==> config.mk <==
export PLATFORM = sky130hd
export DESIGN_NAME = sorted_priority_queue
export DESIGN_NICKNAME = d
export VERILOG_FILES = /design/src/sv/spq_pkg.sv /design/src/sv/spq_ram.sv /design/src/sv/sorted_priority_queue.sv
export SDC_FILE = /design/constraint.sdc
export NUM_CORES = 1
export LEC_CHECK = 0
export BUFFER_PORTS_ARGS = -buffer_cell sky130_fd_sc_hd__buf_2
export CORE_MARGIN = 1
export CORE_UTILIZATION = 50
export CTS_BUF_LIST = sky130_fd_sc_hd__clkbuf_8
export DETAILED_ROUTE_END_ITERATION = 12
export PLACE_DENSITY = 0.73
export SLEW_MARGIN = 20
export SYNTH_ARGS = -nofsm -noshare
export SYNTH_HDL_FRONTEND = slang
export SYNTH_HIERARCHICAL = 1
export SYNTH_SLANG_ARGS = --single-unit
==> constraint.sdc <==
create_clock -name clock -period 16.1 [get_ports clock]
set_input_delay 1.61 -clock clock [delete_from_list [all_inputs] [get_ports clock]]
set_output_delay 1.61 -clock clock [all_outputs]
set_load 0.02 [all_outputs]
==> src/sv/spq_pkg.sv <==
// ----------------------------------------------------------------------------
// spq_pkg: shared constants for the sorted priority queue
// Default queue depth, entry field widths and response status codes.
// ----------------------------------------------------------------------------
package spq_pkg;

   // default number of queue slots
   localparam int DEPTH_DEFAULT = 16;

   // entry field widths
   localparam int PRI_W  = 8;
   localparam int DATA_W = 32;
   localparam int KEY_W  = PRI_W + DATA_W;

   // response field widths
   localparam int STAT_W = 2;
   localparam int OCC_W  = 5;

   // command codes
   localparam logic CMD_INSERT = 1'b0;
   localparam logic CMD_REMOVE = 1'b1;

   // response status codes
   typedef enum logic [STAT_W-1:0] {
      STAT_DONE  = 2'd0,
      STAT_FULL  = 2'd1,
      STAT_EMPTY = 2'd2
   } status_type;

endpackage

==> src/sv/spq_ram.sv <==
// ----------------------------------------------------------------------------
// spq_ram: simple dual-port RAM
// One write port and one read port, read data registered.
// ----------------------------------------------------------------------------
module spq_ram #(
   parameter int WIDTH = 40,
   parameter int DEPTH = 16
) (
   input  logic                     clock,
   input  logic                     wr_en,
   input  logic [$clog2(DEPTH)-1:0] wr_addr,
   input  logic [WIDTH-1:0]         wr_data,
   input  logic [$clog2(DEPTH)-1:0] rd_addr,
   output logic [WIDTH-1:0]         rd_data
);

   logic [WIDTH-1:0] mem [DEPTH];

   // write and registered read
   always_ff @(posedge clock) begin
      if (wr_en) begin
         mem[wr_addr] <= wr_data;
      end
      rd_data <= mem[rd_addr];
   end

endmodule

==> src/sv/sorted_priority_queue.sv <==
// ----------------------------------------------------------------------------
// sorted_priority_queue: priority queue kept as a sorted array
// Holds up to DEPTH entries (8-bit priority, 32-bit signed data) in a RAM,
// sorted ascending by (priority, data) from a circular head pointer. A remove
// returns the head entry and advances the head. An insert walks from the rear
// toward the head with one 40-bit comparator and the single RAM read and write
// port, moving each larger entry back one slot per cycle. An insert into an
// empty queue writes the new entry straight to the head slot; any other insert
// reads the rear entry, then compares and shifts until the new entry finds its
// place. An insert into a full queue or a remove from an empty one answers
// with a status and leaves the store alone. The block takes no new beat while
// an item is in work, but it takes the next beat while a finished response
// still waits in the output register.
// ----------------------------------------------------------------------------
module sorted_priority_queue #(
   parameter int DEPTH = spq_pkg::DEPTH_DEFAULT
) (
   input  logic                            clock,
   input  logic                            reset,

   input  logic                            req_valid,
   output logic                            req_stall,
   input  logic                            req_command,
   input  logic [spq_pkg::PRI_W-1:0]       req_entry_priority,
   input  logic signed [spq_pkg::DATA_W-1:0] req_entry_data,

   output logic                            rsp_valid,
   input  logic                            rsp_stall,
   output logic [spq_pkg::STAT_W-1:0]      rsp_status,
   output logic [spq_pkg::PRI_W-1:0]       rsp_removed_priority,
   output logic signed [spq_pkg::DATA_W-1:0] rsp_removed_data,
   output logic [spq_pkg::OCC_W-1:0]       rsp_occupancy
);

   localparam int IW = $clog2(DEPTH);
   localparam int CW = $clog2(DEPTH + 1);
   localparam logic [IW:0]   DEPTH_SUM = (IW + 1)'(DEPTH);
   localparam logic [CW-1:0] DEPTH_CNT = CW'(DEPTH);

   typedef enum logic [2:0] {
      ST_IDLE,
      ST_INS_RD,
      ST_INS_CMP,
      ST_INS_PUT,
      ST_REM_RD,
      ST_REM_TAKE,
      ST_REPLY
   } state_type;

   state_type                      state_ff, state_in;
   logic [IW-1:0]                  head_ff, head_in;
   logic [CW-1:0]                  count_ff, count_in;
   logic [IW-1:0]                  idx_ff, idx_in;
   logic                           cmd_ff, cmd_in;
   logic [spq_pkg::KEY_W-1:0]      entry_ff, entry_in;
   spq_pkg::status_type            stat_ff, stat_in;

   logic                           rsp_valid_ff, rsp_valid_in;
   logic [spq_pkg::STAT_W-1:0]     rsp_status_ff, rsp_status_in;
   logic [spq_pkg::PRI_W-1:0]      rsp_pri_ff, rsp_pri_in;
   logic [spq_pkg::DATA_W-1:0]     rsp_data_ff, rsp_data_in;
   logic [CW-1:0]                  rsp_count_ff, rsp_count_in;

   logic                           ram_we;
   logic [IW-1:0]                  ram_waddr;
   logic [spq_pkg::KEY_W-1:0]      ram_wdata;
   logic [IW-1:0]                  ram_raddr;
   logic [spq_pkg::KEY_W-1:0]      ram_rdata;

   logic                           req_accept;
   logic                           out_free;
   logic                           new_less;
   logic [IW-1:0]                  idx_prev;
   logic [CW+spq_pkg::OCC_W-1:0]   occ_wide;

   // physical slot of a position counted from the head
   function automatic logic [IW-1:0] slot_of(input logic [IW-1:0] base,
                                              input logic [IW-1:0] off);
      logic [IW:0] sum;
      sum = {1'b0, base} + {1'b0, off};
      if (sum >= DEPTH_SUM) begin
         sum = sum - DEPTH_SUM;
      end
      return sum[IW-1:0];
   endfunction

   // compare key: priority on top, data with its sign bit flipped below
   function automatic logic [spq_pkg::KEY_W-1:0] key_of(
         input logic [spq_pkg::KEY_W-1:0] entry);
      return entry ^ {{spq_pkg::PRI_W{1'b0}}, 1'b1, {(spq_pkg::DATA_W-1){1'b0}}};
   endfunction

   assign req_stall  = (state_ff != ST_IDLE);
   assign req_accept = req_valid && !req_stall;
   assign out_free   = !rsp_valid_ff || !rsp_stall;
   assign new_less   = key_of(entry_ff) < key_of(ram_rdata);
   assign idx_prev   = (idx_ff == '0) ? '0 : idx_ff - IW'(1);

   // RAM read address follows the state
   always_comb begin
      unique case (state_ff)
         ST_INS_RD:  ram_raddr = slot_of(head_ff, idx_ff);
         ST_INS_CMP: ram_raddr = slot_of(head_ff, idx_prev);
         default:    ram_raddr = head_ff;
      endcase
   end

   // RAM write: move a larger entry back, or drop the new entry in place
   always_comb begin
      ram_we    = 1'b0;
      ram_waddr = slot_of(head_ff, idx_ff);
      ram_wdata = entry_ff;
      unique case (state_ff)
         ST_INS_CMP: begin
            ram_we    = 1'b1;
            ram_waddr = slot_of(head_ff, idx_ff + IW'(1));
            ram_wdata = new_less ? ram_rdata : entry_ff;
         end
         ST_INS_PUT: begin
            ram_we = 1'b1;
         end
         default: begin
            ram_we = 1'b0;
         end
      endcase
   end

   spq_ram #(
      .WIDTH (spq_pkg::KEY_W),
      .DEPTH (DEPTH)
   ) u_ram (
      .clock   (clock),
      .wr_en   (ram_we),
      .wr_addr (ram_waddr),
      .wr_data (ram_wdata),
      .rd_addr (ram_raddr),
      .rd_data (ram_rdata)
   );

   // sequencer next state and response register
   always_comb begin
      state_in      = state_ff;
      head_in       = head_ff;
      count_in      = count_ff;
      idx_in        = idx_ff;
      cmd_in        = cmd_ff;
      entry_in      = entry_ff;
      stat_in       = stat_ff;
      rsp_valid_in  = rsp_valid_ff && rsp_stall;
      rsp_status_in = rsp_status_ff;
      rsp_pri_in    = rsp_pri_ff;
      rsp_data_in   = rsp_data_ff;
      rsp_count_in  = rsp_count_ff;

      unique case (state_ff)
         ST_IDLE: begin
            if (req_accept) begin
               cmd_in   = req_command;
               entry_in = {req_entry_priority, req_entry_data};
               stat_in  = spq_pkg::STAT_DONE;
               idx_in   = '0;
               if (req_command == spq_pkg::CMD_INSERT) begin
                  if (count_ff == DEPTH_CNT) begin
                     stat_in  = spq_pkg::STAT_FULL;
                     state_in = ST_REPLY;
                  end else if (count_ff == '0) begin
                     state_in = ST_INS_PUT;
                  end else begin
                     idx_in   = IW'(count_ff - CW'(1));
                     state_in = ST_INS_RD;
                  end
               end else begin
                  if (count_ff == '0) begin
                     stat_in  = spq_pkg::STAT_EMPTY;
                     state_in = ST_REPLY;
                  end else begin
                     state_in = ST_REM_RD;
                  end
               end
            end
         end
         ST_INS_RD: begin
            state_in = ST_INS_CMP;
         end
         ST_INS_CMP: begin
            // shift while the new entry sorts ahead; stop at the first not larger
            if (!new_less) begin
               state_in = ST_REPLY;
            end else if (idx_ff == '0) begin
               state_in = ST_INS_PUT;
            end else begin
               idx_in = idx_prev;
            end
         end
         ST_INS_PUT: begin
            state_in = ST_REPLY;
         end
         ST_REM_RD: begin
            state_in = ST_REM_TAKE;
         end
         ST_REM_TAKE: begin
            // hand out the head entry and advance the head
            if (out_free) begin
               head_in       = slot_of(head_ff, IW'(1));
               count_in      = count_ff - CW'(1);
               rsp_valid_in  = 1'b1;
               rsp_status_in = spq_pkg::STAT_DONE;
               rsp_pri_in    = ram_rdata[spq_pkg::KEY_W-1:spq_pkg::DATA_W];
               rsp_data_in   = ram_rdata[spq_pkg::DATA_W-1:0];
               rsp_count_in  = count_ff - CW'(1);
               state_in      = ST_IDLE;
            end
         end
         ST_REPLY: begin
            if (out_free) begin
               if (stat_ff == spq_pkg::STAT_DONE) begin
                  count_in = count_ff + CW'(1);
               end
               rsp_valid_in  = 1'b1;
               rsp_status_in = stat_ff;
               rsp_pri_in    = '0;
               rsp_data_in   = '0;
               rsp_count_in  = (stat_ff == spq_pkg::STAT_DONE) ? count_ff + CW'(1)
                                                              : count_ff;
               state_in      = ST_IDLE;
            end
         end
         default: begin
            state_in = ST_IDLE;
         end
      endcase
   end

   // hold state and registered outputs
   always_ff @(posedge clock) begin
      if (reset) begin
         state_ff     <= ST_IDLE;
         head_ff      <= '0;
         count_ff     <= '0;
         rsp_valid_ff <= 1'b0;
      end else begin
         state_ff     <= state_in;
         head_ff      <= head_in;
         count_ff     <= count_in;
         rsp_valid_ff <= rsp_valid_in;
      end
      idx_ff        <= idx_in;
      cmd_ff        <= cmd_in;
      entry_ff      <= entry_in;
      stat_ff       <= stat_in;
      rsp_status_ff <= rsp_status_in;
      rsp_pri_ff    <= rsp_pri_in;
      rsp_data_ff   <= rsp_data_in;
      rsp_count_ff  <= rsp_count_in;
   end

   // occupancy field carries the low bits of the count
   assign occ_wide = {{spq_pkg::OCC_W{1'b0}}, rsp_count_ff};

   assign rsp_valid            = rsp_valid_ff;
   assign rsp_status           = rsp_status_ff;
   assign rsp_removed_priority = rsp_pri_ff;
   assign rsp_removed_data     = rsp_data_ff;
   assign rsp_occupancy        = occ_wide[spq_pkg::OCC_W-1:0];

`ifndef ASSERT_OFF
   // the count never runs past the number of slots
   a_count_range: assert property (@(posedge clock) disable iff (reset)
      count_ff <= DEPTH_CNT)
      else $error("queue count exceeds depth");

   // only the insert walk writes the store
   a_write_state: assert property (@(posedge clock) disable iff (reset)
      ram_we |-> (state_ff == ST_INS_CMP || state_ff == ST_INS_PUT))
      else $error("store written outside an insert");

   // the head moves only when a remove hands out its entry
   a_head_move: assert property (@(posedge clock) disable iff (reset)
      (state_ff != ST_REM_TAKE || !out_free) |=> $stable(head_ff))
      else $error("head moved without a remove");

   // an insert walk only starts on a queue with room
   a_ins_room: assert property (@(posedge clock) disable iff (reset)
      (state_ff == ST_INS_RD) |-> (count_ff != DEPTH_CNT && count_ff != '0 &&
                                   cmd_ff == spq_pkg::CMD_INSERT))
      else $error("insert walk on full or empty queue");
`endif

endmodule
==> flow_summary_export.csv, run 1 <==
group,metric,value,unit
sta,drv_slew,0,
placed_design,port_buffers,93,
floorplan,io_pins,94,
synth,syn_avg_cell_area,20.0,µm²
synth,synth_xor_area_share,0.644,%
outcome,outcome,"completed",
finish,final_nets,1852,
drt,drc,0,
sta,hold_viol,0,
synth,ys_seq_area_share,73.8,%
synth,synth_ff_type,"edfxtp_1",
hold_path,hp-class,"flip-flop to flip-flop",
clock_network,insertion_delay,0.79,ns
synth,netlist_instances,1567,
global_routing,grt.overflow.total,0,
synth,synth-compound-area-share,3.69,%
global_routing,grt_pass1_wl,102000,µm
floorplan,rows,91,
sta,max_slew.worst_pin.slew,1.16,ns
drt,dr_total_vias,15700,
global_routing,antenna_found_initial,1,
drt,drtIter0Drc,1592,
run,maxCapViolCount,0,
global_routing,grt_use_total,22.2,%
synth,synth-seq-cells,786,
floorplan,initial_core_util,50.7,%
sta,finalClockSkew,0.0411,ns
synth,synth-simple-area-share,3.06,%
clock_network,clk_path_buf_depth,3,
clock_network,cts_num_sinks,786,
finish,area_growth,12.4,%
clock_network,cts_inserted_buffers,131,
synth,yosysWarnings,6,
floorplan,die_area,0.0636,mm²
finish,drive_above_1_share,25.4,%
setup_path,end_kind,"flip-flop",
pwr,irDropWorstVdd,0.178,mV
setup_path,path_cells,"inv_1, ha_1, a21oi_1, ha_1, inv_1, fa_1, a31oi_1, o22ai_1, a21oi_4, buf_4, buf_4, mux4_2, a22oi_1, nand2_1",
synth,synth_edf_count,733,
sta,min_period_over_period,34.4,%
synth,yosysTopAreaCell,"edfxtp_1",
clock_network,ctsResizeCount,0,
placed_design,hpwlAfterDp,35900,µm
finish,antenna_cells,0,
floorplan,fp.dieH,252,µm
synth,async_flop_share,0,%
sta,period_needed,5.53,ns
clock_network,postCtsSetupRepairBufs,0,
floorplan,fp.dieW,252,µm
placed_design,dpl_worst_slack,10.61,ns
drt,routed_wl,68200,µm
setup_path,critical_path_class,"flip-flop to flip-flop",
setup_path,worstPathArrival,6.17,ns
sta,finalSetupViolCount,0,
setup_path,cpMaxStageDelayCell,"buf_4",
setup_path,start_kind,"flip-flop",
drt,vias_per_cell,5.82,
placed_design,gp_congestion,0.827,
synth,yosysTopAreaCellShare,70.4,%
setup_path,reg2reg_setup_slack,10.57,ns
drt,ant_nets,0,
pwr,powerDensity,195,mW/mm²
sta,fmax,0.181,GHz
synth,synth_nets,1668,
clock_network,cts_tree,"built",
clock_network,cts_hold_buffers,0,
synth,synth_top_family_by_area,"multiplexers",
global_routing,grt_max_degree,76,
synth,syn-cell-area,0.0313,mm²
synth,synth_cell_types,58,
sta,layout_setup_ws,10.57,ns
setup_path,crit_required,16.74,ns
floorplan,core_area,0.0617,mm²
setup_path,crit_path_max_fanout,75,
clock_network,root_buffer,"clkbuf_8",
global_routing,grt_pass1_vias,16300,
synth,yosys-mux-area-fraction,14.2,%
clock_network,h-tree-depth,4,
sta,setup_tns,0,ns
synth,synthAdderAreaFrac,2.31,%
synth,yosys-top-cells-area,"edfxtp_1 70%, mux4_2 7.2%, mux4_1 5.0%, dfxtp_1 3.4%, ha_1 2.1%",
drt,routedWlPerCell,25.3,µm
drt,drt_pass1_iterations,7,
setup_path,cpPeakStageDelay,0.95,ns
sta,maxSlewHeadroom,22.4,%
clock_network,clk_pin_slew_worst_paths,0.06,ns
pwr,p_leak,12.0,nW
sta,whs,0.497,ns
sta,grt_setup_unrepaired,"false",
==> cells in the final DEF, fill, tap and decap left out, types with 4 or more instances in the layout <==
| cell | synthesis | layout |
|---|---|---|
| a211oi_1 | 4 | 4 |
| a21o_1 | 10 | 10 |
| a21oi_1 | 29 | 28 |
| a22oi_1 | 82 | 82 |
| a31oi_1 | 4 | 4 |
| and2_1 | 7 | 6 |
| and4_1 | 4 | 4 |
| buf_2 | 11 | 93 |
| buf_4 | 0 | 30 |
| bufinv_16 | 0 | 5 |
| clkbuf_8 | 0 | 141 |
| clkinv_1 | 0 | 20 |
| clkinv_2 | 0 | 13 |
| clkinvlp_4 | 0 | 7 |
| dfxtp_1 | 53 | 53 |
| edfxtp_1 | 733 | 733 |
| ha_1 | 53 | 53 |
| inv_1 | 49 | 96 |
| mux2_4 | 38 | 38 |
| mux2i_1 | 4 | 4 |
| mux4_1 | 60 | 60 |
| mux4_2 | 100 | 100 |
| nand2_1 | 77 | 76 |
| nand3_1 | 5 | 5 |
| nor2_1 | 83 | 69 |
| nor2_4 | 0 | 14 |
| nor3_1 | 12 | 7 |
| nor3_2 | 1 | 5 |
| o21ai_0 | 17 | 17 |
| xnor2_1 | 8 | 8 |
| xor2_1 | 15 | 15 |
==> stage by stage <==
stage               cell area [µm²]  instances  power (mW)  util, %
CTS                           35200       2693        6.92     57.0
floorplan                     31300       1567        4.63        -
global route                  35200       2693        7.21     57.0
global placement              32700       2455        5.16     52.9
finish                        35200       2693        6.86     57.0
detailed placement            32700       2455        5.24     52.9
==> sequential cells by signal (all words and copies together) (netlist names) <==
signal / count
rsp_removed_data: 32
count_ff: 5
head_ff: 4
state_ff: 3
stat_ff: 2
rsp_status: 2
rsp_removed_priority: 8
u_ram/rd_data: 40
idx_ff: 4
u_ram/mem: 640
rsp_valid: 1
entry_ff: 40
rsp_occupancy: 5
==> metal layers <==
metal,share of wire [%],wire [µm],track usage (%),vias up
met3,8.0,5430,5.13,115
li1,-,-,-,6775
met1,42,28700,31.1,8103
met2,48,32500,34.3,676
met5,0,0,0,-
met4,2.3,1600,8.26,0
==> cell usage after synthesis, types with 2 or more instances <==
cell type	instances
edfxtp_1	733
mux4_2	100
nor2_1	83
a22oi_1	82
nand2_1	77
mux4_1	60
dfxtp_1	53
ha_1	53
inv_1	49
clkbuf_1	42
mux2_4	38
a21oi_1	29
o21ai_0	17
buf_12	15
xor2_1	15
nor3_1	12
buf_2	11
a21o_1	10
xnor2_1	8
and2_1	7
nand3_1	5
a211oi_1	4
a31oi_1	4
and4_1	4
buf_1	4
mux2i_1	4
nor2b_1	4
fa_1	3
nand3b_1	3
nand4_1	3
o22ai_1	3
or3_1	3
and3_1	2
nand2b_1	2
o31ai_1	2
==> final cells by class <==
| cell class | instances | area, µm² |
|---|---|---|
| sequential | 786 | 23100 |
| multi-input combinational | 659 | 7660 |
| clock inverter | 97 | 568 |
| inverter | 49 | 184 |
| fill | 4560 | 26500 |
| clock buffer | 141 | 1940 |
| tap | 837 | 1050 |
| timing repair buffer | 124 | 702 |
==> power breakdown <==
group / internal [mW] / switching [mW] / leakage [nW]
clock network: 0.892 / 0.775 / 1.44
registers: 2.81 / 0.129 / 7.07
logic: 0.893 / 1.37 / 3.53
total: 4.59 / 2.27 / 12.0
==> cell families (layout without fill, tap and decap cells) <==
logic type | after synthesis | after routing
AO/OA/AOI/OAI | 164 | 164
XOR/XNOR | 23 | 23
AND/OR/NAND/NOR | 213 | 213
buffers and inverters | 122 | 411
adder cells (fa/ha/maj) | 56 | 56
multiplexers | 203 | 203
flip-flops | 786 | 786
==> worst max-delay path, delay by kind of cell, from the launching register on <==
family / cells / cell delay (ns)
buffers and inverters: 4 / 1.88
AO/OA/AOI/OAI: 5 / 1.51
adder cells (fa/ha/maj): 3 / 0.89
flip-flops: 1 / 0.47
multiplexers: 1 / 0.41
AND/OR/NAND/NOR: 1 / 0.08
==> worst paths after layout <==
| path | depth (start not counted) | from | end |
|---|---|---|---|
| setup / recovery | 14 | idx_ff[1] | u_ram/rd_data[26] |
| hold / removal | 2 | rsp_valid | rsp_valid |
| setup reg to reg | 14 | idx_ff[1] | u_ram/rd_data[26] |
| hold reg to reg | 2 | rsp_valid | rsp_valid |
No activity file was read; power rests on OpenSTA's default activity.
==> run 2, diff against run 1 <==
--- a/config.mk
+++ b/config.mk
@@ -10,7 +10,7 @@
 export CORE_UTILIZATION = 50
 export CTS_BUF_LIST = sky130_fd_sc_hd__clkbuf_8
 export DETAILED_ROUTE_END_ITERATION = 12
-export PLACE_DENSITY = 0.73
+export PLACE_DENSITY = 0.76
 export SLEW_MARGIN = 20
 export SYNTH_ARGS = -nofsm -noshare
 export SYNTH_HDL_FRONTEND = slang
==> constraint.sdc (replaced) <==
create_clock -name clock -period 5 [get_ports clock]
set_input_delay 0.5 -clock clock [delete_from_list [all_inputs] [get_ports clock]]
set_output_delay 0.5 -clock clock [all_outputs]
set_load 0.02 [all_outputs]
==> flow_summary_export.csv, run 2 (same netlist as run 1, synthesis figures left out) <==
group,metric,value,unit
outcome,outcome,"completed",
clock_network,cts_inserted_buffers,116,
hold_path,min_to,"rsp_valid",
drt,met2_wirelength,32100,µm
finish,final_cell_mix,"733 x edfxtp_1, 130 x clkbuf_8, 100 x mux4_2",
setup_path,cpPeakStageDelay,0.58,ns
drt,drtIter0Drc,1362,
setup_path,worstPathArrival,4.67,ns
drt,routedWlPerCell,24.6,µm
sta,fmax,0.248,GHz
sta,hold_viol,0,
clock_network,cts_num_sinks,786,
pwr,power.internal,15.1,mW
setup_path,crit_family,"compound AO/OA/AOI/OAI gates",
drt,wl_met1,27000,µm
finish,final_nets,1887,
drt,dr_total_vias,15800,
sta,min_period_over_period,80.6,%
global_routing,grt_pass1_vias,16100,
pwr,p_total,22.4,mW
global_routing,antenna_found_initial,1,
floorplan,core_area,0.0617,mm²
pwr,powerDensity,627,mW/mm²
setup_path,path_buf_inv,3,
pwr,seq_power_share,42.2,%
drt,drc,0,
floorplan,rows,91,
drt,ant_nets,0,
global_routing,grt.overflow.total,0,
setup_path,cpMaxStageDelayCell,"buf_4",
placed_design,port_buffers,93,
finish,antenna_cells,0,
clock_network,root_buffer,"clkbuf_8",
clock_network,clk_path_buf_depth,3,
sta,setup_tns,0,ns
floorplan,fp.dieW,252,µm
pwr,comb_power_share,33.6,%
finish,drive_above_1_share,25.3,%
clock_network,clk_pin_slew_worst_paths,0.07,ns
floorplan,fp.dieH,252,µm
clock_network,cts_hold_buffers,40,
setup_path,crit_required,5.64,ns
clock_network,insertion_delay,0.72,ns
sta,finalClockSkew,0.0398,ns
drt,vias_per_cell,5.81,
sta,maxSlewHeadroom,32.1,%
hold_path,hold_depth,3,
floorplan,io_pins,94,
placed_design,dp_cells,2465,
finish,instances_no_fill,2720,
setup_path,path_cells,"inv_1, ha_1, o21ai_0, inv_1, ha_1, a21o_1, a21oi_1, xor2_1, a22oi_1, nor2_1, xor2_1, nor2b_4, buf_4, a22oi_1, nand2_1",
clock_network,h-tree-depth,3,
global_routing,grt_use_total,21.3,%
setup_path,crit_path_max_fanout,40,
sta,grt_setup_unrepaired,"false",
pwr,sw_frac_of_total,32.8,%
setup_path,reg2reg_setup_slack,0.97,ns
global_routing,grt_pass1_wl,99200,µm
floorplan,initial_core_util,50.7,%
clock_network,cts_tree,"built",
placed_design,gp_congestion,0.866,
hold_path,hp-start,"rsp_stall",
drt,routed_wl,66900,µm
setup_path,start_kind,"flip-flop",
finish,top_regs,"u_ram/mem (640), entry_ff (40), u_ram/rd_data (40)",
pwr,p_leak,12.2,nW
sta,drv_slew,0,
global_routing,grt_max_degree,95,
hold_path,hp-class,"input port to flip-flop",
finish,top_register,"u_ram/mem",
finish,area_growth,14.5,%
placed_design,placed_area,0.0329,mm²
pwr,irDropWorstVdd,0.491,mV
pwr,power_switching,7.37,mW
drt,maxUsedRoutingLayer,"met5",
run,maxCapViolCount,0,
setup_path,end_kind,"flip-flop",
placed_design,hpwlAfterDp,37300,µm
pwr,clock_power_share,24.2,%
setup_path,r2r_cells,15,
finish,final_common_cell,"edfxtp_1",
setup_path,critical_path_class,"flip-flop to flip-flop",
setup_path,rr_startpoint,"idx_ff[0]",
sta,period_needed,4.03,ns
clock_network,postCtsSetupRepairBufs,0,
setup_path,reg2reg_to,"u_ram/rd_data[28]",
clock_network,ctsResizeCount,0,
drt,route.met3.wl,5800,µm
drt,drt_pass1_iterations,5,
sta,max_slew.worst_pin.slew,1.02,ns
floorplan,die_area,0.0636,mm²
finish,largest_reg_flops,640,
sta,finalSetupViolCount,0,
finish,postLayoutCellArea,0.0358,mm²
[run 2: worst max path at each step]
stage,slack [ns],startpoint,end,cells after the start
final,0.97,idx_ff[0],u_ram/rd_data[28],15
after global routing,0.76,state_ff[1],u_ram/rd_data[31],10
after CTS,1.01,idx_ff[0],u_ram/rd_data[39],15
after detailed placement,1.10,idx_ff[0],u_ram/rd_data[33],15
after global placement,1.24,idx_ff[0],u_ram/rd_data[5],15
after floorplan,0.59,idx_ff[0],u_ram/mem[1][0],10
[run 2: stage by stage]
| stage | hold slack [ns] | worst slack, ns | utilization, % |
|---|---|---|---|
| after floorplan | 0.521 | 0.591 | - |
| after global placement | 0.489 | 1.24 | 53.4 |
| after detailed placement | 0.504 | 1.10 | 53.4 |
| after CTS | 0.0169 | 1.01 | 58.0 |
| after global routing | 0.0452 | 0.760 | 58.0 |
| final | 0.0658 | 0.970 | 58.0 |
[run 2: power groups by stage]
| stage | clock network [mW] | logic, mW | registers [mW] |
|---|---|---|---|
| after floorplan | 0 | 5.40 | 9.51 |
| after detailed placement | 0 | 7.47 | 9.60 |
| after global routing | 5.80 | 8.10 | 9.55 |
| after global placement | 0 | 7.26 | 9.55 |
| after CTS | 5.53 | 7.55 | 9.48 |
| final | 5.42 | 7.54 | 9.48 |
[run 2: layout make-up]
class	count	area, µm²
Tap cell	837	1050
Clock buffer	130	1790
Timing Repair Buffer	174	1350
Inverter	49	184
Clock inverter	85	676
Multi-Input combinational cell	659	7680
Sequential cell	786	23100
Fill cell	4393	25900
[run 2: per-layer routing]
metal / vias up / global-route usage, %
met5: - / 0
met4: 2 / 7.90
met3: 144 / 4.76
met2: 762 / 33.7
met1: 8039 / 29.3
li1: 6848 / -
[run 2: worst min-delay path, stage by stage]
cell and delay, ns:
buf_2 0.10, nand2_1 0.07, a21oi_1 0.06
